<file path="config.mk">
export PLATFORM = sky130hd
export DESIGN_NAME = sust_ctrl
export DESIGN_NICKNAME = d
export VERILOG_FILES = /design/src/design/sust_pkg.sv /design/src/design/sust_ctrl.sv
export SDC_FILE = /design/constraint.sdc
export NUM_CORES = 1
export LEC_CHECK = 0
export BUFFER_PORTS_ARGS = -buffer_cell sky130_fd_sc_hd__buf_4
export CAP_MARGIN = 20
export CORE_UTILIZATION = 50
export DETAILED_ROUTE_END_ITERATION = 6
export GPL_TIMING_DRIVEN = 0
export HOLD_SLACK_MARGIN = 0.15
export PLACE_DENSITY = 0.8
export SLEW_MARGIN = 20
export SYNTH_ARGS = -nofsm -noshare
export SYNTH_HDL_FRONTEND = slang
export SYNTH_SLANG_ARGS = --single-unit
export TNS_END_PERCENT = 10
</file>
<file path="constraint.sdc">
create_clock -name clk -period 7.6 [get_ports clk]
set_input_delay 0.76 -clock clk [delete_from_list [all_inputs] [get_ports clk]]
set_output_delay 0.76 -clock clk [all_outputs]
set_load 0.03 [all_outputs]
</file>
<file path="src/design/sust_pkg.sv">
// Shared types and constants for the sorted universe sequence table.
// No dependencies; imported by the store, the controller and the top level.
`default_nettype none
package sust_pkg;

	localparam int MAX_UNIVERSES = 512;
	localparam int IDX_W = $clog2(MAX_UNIVERSES);
	localparam int CNT_W = $clog2(MAX_UNIVERSES + 1);
	localparam int UNI_W = 16;
	localparam int SEQ_W = 8;
	localparam int ENTRY_W = UNI_W + SEQ_W;
	localparam int OCNT_W = 10;
	localparam logic [31:0] GROUP_BASE = 32'hEFFF_0000;

	typedef logic [IDX_W-1:0] idx_t;
	typedef logic [CNT_W-1:0] cnt_t;
	typedef logic [ENTRY_W-1:0] entry_t;

	// One read and one write request to the entry store per cycle.
	typedef struct packed {
		logic re;
		idx_t raddr;
		logic we;
		idx_t waddr;
		entry_t wdata;
	} mem_req_t;

	// Result held by the controller until the output transaction completes.
	typedef struct packed {
		logic valid;
		logic [SEQ_W-1:0] seq;
		logic inserted;
		logic full;
		logic [OCNT_W-1:0] count;
		logic [UNI_W-1:0] universe;
	} res_t;

	// Entry count as seen on the port: the whole fill count, which fits the port width.
	function automatic logic [OCNT_W-1:0] out_count(input cnt_t c);
		logic [CNT_W+OCNT_W-1:0] t;
		t = {{OCNT_W{1'b0}}, c};
		return t[OCNT_W-1:0];
	endfunction

endpackage
`default_nettype wire

</file>
<file path="src/design/sust_ctrl.sv">
// Sequencer for the table: binary search, counter update, shift-up insert,
// and the held result. Depends on sust_pkg; drives sust_store.
`default_nettype none
module sust_ctrl import sust_pkg::*; (
	input wire logic clk,
	input wire logic arst_n,
	input wire logic in_valid,
	output logic in_stall,
	input wire logic [UNI_W-1:0] universe,
	input wire logic out_stall,
	input wire entry_t rdata,
	output mem_req_t req,
	output res_t res
);

	localparam logic [2:0] ST_IDLE = 3'd0;
	localparam logic [2:0] ST_SEARCH = 3'd1;
	localparam logic [2:0] ST_COMPARE = 3'd2;
	localparam logic [2:0] ST_SHIFT = 3'd3;
	localparam logic [2:0] ST_INSERT = 3'd4;
	localparam logic [2:0] ST_OUT = 3'd5;

	logic [2:0] state_q;
	logic [UNI_W-1:0] u_q;
	cnt_t lo_q;
	cnt_t hip1_q;	// upper search bound plus one
	cnt_t count_q;
	idx_t mid_q;
	idx_t idx_q;
	logic [SEQ_W-1:0] seq_q;
	logic ins_q;
	logic full_q;

	logic [CNT_W:0] mid_sum;
	cnt_t mid_c;
	cnt_t cnt_m1;
	logic [UNI_W-1:0] mu;
	logic [SEQ_W-1:0] seq_inc;

	assign mid_sum = {1'b0, lo_q} + {1'b0, hip1_q} - 1'b1;
	assign mid_c = mid_sum[CNT_W:1];
	assign cnt_m1 = count_q - 1'b1;
	assign mu = rdata[ENTRY_W-1:SEQ_W];
	assign seq_inc = rdata[SEQ_W-1:0] + 1'b1;

	always_comb begin
		req = '0;
		unique case (state_q)
			ST_SEARCH: begin
				if (lo_q < hip1_q) begin
					req.re = 1'b1;
					req.raddr = mid_c[IDX_W-1:0];
				end else if (count_q != CNT_W'(MAX_UNIVERSES) && lo_q != count_q) begin
					req.re = 1'b1;
					req.raddr = cnt_m1[IDX_W-1:0];
				end
			end
			ST_COMPARE: begin
				if (mu == u_q) begin
					req.we = 1'b1;
					req.waddr = mid_q;
					req.wdata = {mu, seq_inc};
				end
			end
			ST_SHIFT: begin
				// Move the entry read last cycle up one place while fetching the next lower one.
				req.we = 1'b1;
				req.waddr = idx_q + 1'b1;
				req.wdata = rdata;
				if (idx_q != lo_q[IDX_W-1:0]) begin
					req.re = 1'b1;
					req.raddr = idx_q - 1'b1;
				end
			end
			ST_INSERT: begin
				req.we = 1'b1;
				req.waddr = lo_q[IDX_W-1:0];
				req.wdata = {u_q, {SEQ_W{1'b0}}};
			end
			ST_IDLE, ST_OUT: begin
			end
			default: begin
			end
		endcase
	end

	always_ff @(posedge clk or negedge arst_n) begin
		if (!arst_n) begin
			state_q <= ST_IDLE;
			count_q <= '0;
		end else begin
			unique case (state_q)
				ST_IDLE: begin
					if (in_valid) begin
						state_q <= ST_SEARCH;
					end
				end
				ST_SEARCH: begin
					if (lo_q < hip1_q) begin
						state_q <= ST_COMPARE;
					end else if (count_q == CNT_W'(MAX_UNIVERSES)) begin
						state_q <= ST_OUT;
					end else if (lo_q == count_q) begin
						state_q <= ST_INSERT;
					end else begin
						state_q <= ST_SHIFT;
					end
				end
				ST_COMPARE: begin
					if (mu == u_q) begin
						state_q <= ST_OUT;
					end else begin
						state_q <= ST_SEARCH;
					end
				end
				ST_SHIFT: begin
					if (idx_q == lo_q[IDX_W-1:0]) begin
						state_q <= ST_INSERT;
					end
				end
				ST_INSERT: begin
					state_q <= ST_OUT;
					count_q <= count_q + 1'b1;
				end
				ST_OUT: begin
					if (!out_stall) begin
						state_q <= ST_IDLE;
					end
				end
				default: begin
					state_q <= ST_IDLE;
				end
			endcase
		end
	end

	// Search bounds, shift index and result fields.
	always_ff @(posedge clk) begin
		unique case (state_q)
			ST_IDLE: begin
				u_q <= universe;
				lo_q <= '0;
				hip1_q <= count_q;
				seq_q <= '0;
				ins_q <= 1'b0;
				full_q <= 1'b0;
			end
			ST_SEARCH: begin
				mid_q <= mid_c[IDX_W-1:0];
				idx_q <= cnt_m1[IDX_W-1:0];
				full_q <= (lo_q >= hip1_q) && (count_q == CNT_W'(MAX_UNIVERSES));
			end
			ST_COMPARE: begin
				if (mu < u_q) begin
					lo_q <= mid_c + 1'b1;
				end else if (mu > u_q) begin
					hip1_q <= mid_c;
				end else begin
					seq_q <= seq_inc;
				end
			end
			ST_SHIFT: begin
				idx_q <= idx_q - 1'b1;
			end
			ST_INSERT: begin
				ins_q <= 1'b1;
			end
			ST_OUT: begin
			end
			default: begin
			end
		endcase
	end

	assign in_stall = (state_q != ST_IDLE);
	assign res.valid = (state_q == ST_OUT);
	assign res.seq = seq_q;
	assign res.inserted = ins_q;
	assign res.full = full_q;
	assign res.count = out_count(count_q);
	assign res.universe = u_q;

	a_write_in_range: assert property (@(posedge clk) disable iff (!arst_n)
		req.we |-> (CNT_W'(req.waddr) <= count_q))
		else $error("store write beyond the occupied entries");

	a_count_bound: assert property (@(posedge clk) disable iff (!arst_n)
		count_q <= CNT_W'(MAX_UNIVERSES))
		else $error("entry count above table size");

	a_full_no_insert: assert property (@(posedge clk) disable iff (!arst_n)
		res.valid |-> !(res.full && res.inserted))
		else $error("result flags both full and inserted");

	a_accept_starts_search: assert property (@(posedge clk) disable iff (!arst_n)
		(in_valid && !in_stall) |=> (state_q == ST_SEARCH))
		else $error("accepted transaction did not start a search");

	a_count_step: assert property (@(posedge clk) disable iff (!arst_n)
		(state_q == ST_INSERT) |=> (count_q == $past(count_q) + 1'b1))
		else $error("insert did not advance the entry count");

endmodule
`default_nettype wire

</file>
==> key figures <==
Global route
  • Overflow after GRT: 0
  • Global-route wire length before repair: 25.25 mm
  • Gr usage total: 0.2811
  • Vias in the first global route: 5070
  • Initial antenna violation count: 0
  • Largest net degree at the start of global routing: 18

Worst setup path
  • Critical path startpoint category: flip-flop
  • R2r setup slk: 4.18 ns
  • Crit Reg-Reg Endpoint: lo_q[9]$_SDFFCE_PN0P_
  • Worst EP required: 6.84 ns
  • Reg2Reg Depth: 11
  • CP arrival: 3.63 ns
  • RR Startpoint: lo_q[1]$_SDFFCE_PN0P_
  • CP max FO: 5
  • Critical path endpoint category: primary output
  • Crit path kind: flip-flop to primary output

Clocking
  • Clk slew on worst S/H paths: 0.06 ns
  • CTS root buf: clkbuf_16
  • Clock sinks: 77
  • Hold_buf cts: 0
  • CTS tree: yes
  • H-Tree Depth: 3
  • CTS buffer count: 9
  • CTS resizes: 0
  • Post-CTS setup buffers: 0
  • Worst skew pair latency: 0.34 ns
  • Clock Path Buffers: 2

Floorplan
  • Core area: 10940 um^2
  • Die height: 108.5 um
  • Die area: 11770 um^2
  • IO Count: 126
  • Chip width: 108.5 um
  • Starting Density: 0.5185
  • Row cnt: 38

Layout
  • Antenna diodes: 0
  • Final design utilization: 0.6497
  • Final nets: 837
  • Commonest cells after routing, fill and taps aside: 128 x buf_4, 64 x inv_1, 64 x edfxtp_1
  • Most common cell after layout, fill and taps aside: buf_4
  • Area grow syn2layout: 25.29%
  • Filler instances: 892
  • Layout cells sized above 1: 0.2035

Yosys
  • Number of synthesized flops with an enable pin: 64
  • Sequential share of the synthesized area: 0.3963
  • Syn Nets: 700
  • Mean Syn Cell Area: 9.373 um^2
  • Ys flop type: edfxtp_1
  • Synth Cell Area: 5670 um^2
  • Seq cells post-synth: 77
  • YS warnings: 0
  • Syn Inst Count: 605
  • Async SR Flop Fraction: 0.1688
  • Yosys cell types: 52

Drt
  • Residual DRC: 0
  • Vias per Instance: 5.789
  • DR WL/cell: 18.18 um
  • Via Count: 5135
  • WL final: 16.13 mm
  • Drt first-iter violations: 463
  • Final ANT Viol Nets: 0
  • Drt first pass iters: 5

STA
  • Max Slew Vio Count: 0
  • Final setup vio count: 0
  • Fin crit share: 0.5781
  • Worst Skew: 0.005295 ns
  • Post-route setup TNS: 0 ns
  • Final hold slack: 0.2533 ns
  • Slew @ Worst Pin: 0.8974 ns
  • Final Hold Fails: 0
  • Fmax: 0.2276 GHz
  • RSZ-0062 raised after global routing: false
  • Slew headroom: 0.3962
  • Tmin final: 4.394 ns

Place
  • Port Buf Inserts: 125
  • Routability cong.: 0.9380
  • Dpl hpwl: 12.21 mm

Worst hold path
  • Hold crit path type: input port to asynchronous set/reset pin

Job
  • Max-cap violations: 0

Outcome
  • Status: finished clean
-- flip-flops by register name (all words and copies together) (netlist names) --
name	cells
ins_q	1
idx_q	9
lo_q	10
state_q	3
count_q	10
full_q	1
u_q	16
mid_q	9
seq_q	8
hip1_q	10
-- cell usage after synthesis (all sizes together) (8+ instances only) --
cell type | number | area share
o21ai | 28 | 0.025
nor2b | 9 | 0.0099
xor2 | 23 | 0.037
nor2 | 42 | 0.028
nand2 | 60 | 0.040
a22o | 21 | 0.032
buf | 8 | 0.0075
dfrtp | 13 | 0.057
clkbuf | 25 | 0.017
ha | 50 | 0.11
inv | 65 | 0.043
mux2i | 13 | 0.023
o22ai | 9 | 0.0099
and3 | 11 | 0.012
nand2b | 8 | 0.0088
xnor2 | 39 | 0.064
nand3 | 15 | 0.013
a21oi | 24 | 0.022
nand4 | 10 | 0.011
edfxtp | 64 | 0.34
-- worst max-delay path, cell delays in order, from the launching register on --
cell      delay, ns
edfxtp_1       0.52
inv_1          0.08
ha_1           0.33
inv_1          0.05
ha_1           0.23
fa_1           0.50
a311o_1        0.34
a41o_1         0.23
a21oi_2        0.20
xor2_2         0.24
inv_2          0.08
mux2i_1        0.12
o22ai_1        0.14
buf_4          0.23
-- through the flow --
step / worst slack [ns] / instance area, um^2 / cells
finish: 3.206 / 7104 / 887
global route: 3.069 / 7104 / 887
CTS: 3.244 / 7104 / 887
detailed placement: 3.616 / 6798 / 871
global placement: 2.199 / 6784 / 870
floorplan: 3.496 / 5670 / 605
-- routing by layer --
layer,vias up,routed length (um),global-route usage
met5,-,0,0
met4,0,365,0.08398
met3,33,1480,0.06631
met2,283,7849,0.4675
met1,2438,6435,0.3625
li1,2381,-,-
-- how the worst max path moves through the flow --
stage,startpoint,to,slack [ns]
2_1_floorplan,rdata[9],hip1_q[0]$_DFFE_PP_,3.50
3_5_place_dp,lo_q[1]$_SDFFCE_PN0P_,req[42],3.62
6_report,lo_q[1]$_SDFFCE_PN0P_,req[42],3.21
5_1_grt,lo_q[2]$_SDFFCE_PN0P_,req[41],3.07
4_1_cts,lo_q[1]$_SDFFCE_PN0P_,req[42],3.24
3_3_place_gp,rdata[9],hip1_q[0]$_DFFE_PP_,2.20
-- area by class of cell --
type	instances	area (um^2)	area share
buffer	33	136.4	0.01920
clock buffer	10	229.0	0.03223
clock inverter	6	77.57	0.01092
inverter	66	247.7	0.03487
multi-input combinational	429	3045	0.4287
sequential	77	2247	0.3163
tap	140	175.2	0.02466
timing repair buffer	126	945.9	0.1331
-- cell families after synthesis --
logic type	Yosys count	share of synthesized area
buf+inv	99	0.06774
fa+ha+maj	52	0.1156
simple gates	188	0.1609
mux	13	0.02295
compound gates	114	0.1361
flops	77	0.3963
xor+xnor	62	0.1004
Power is not shown: default switching activity piles up to over one toggle a cycle in this logic, so the estimate is an artifact.
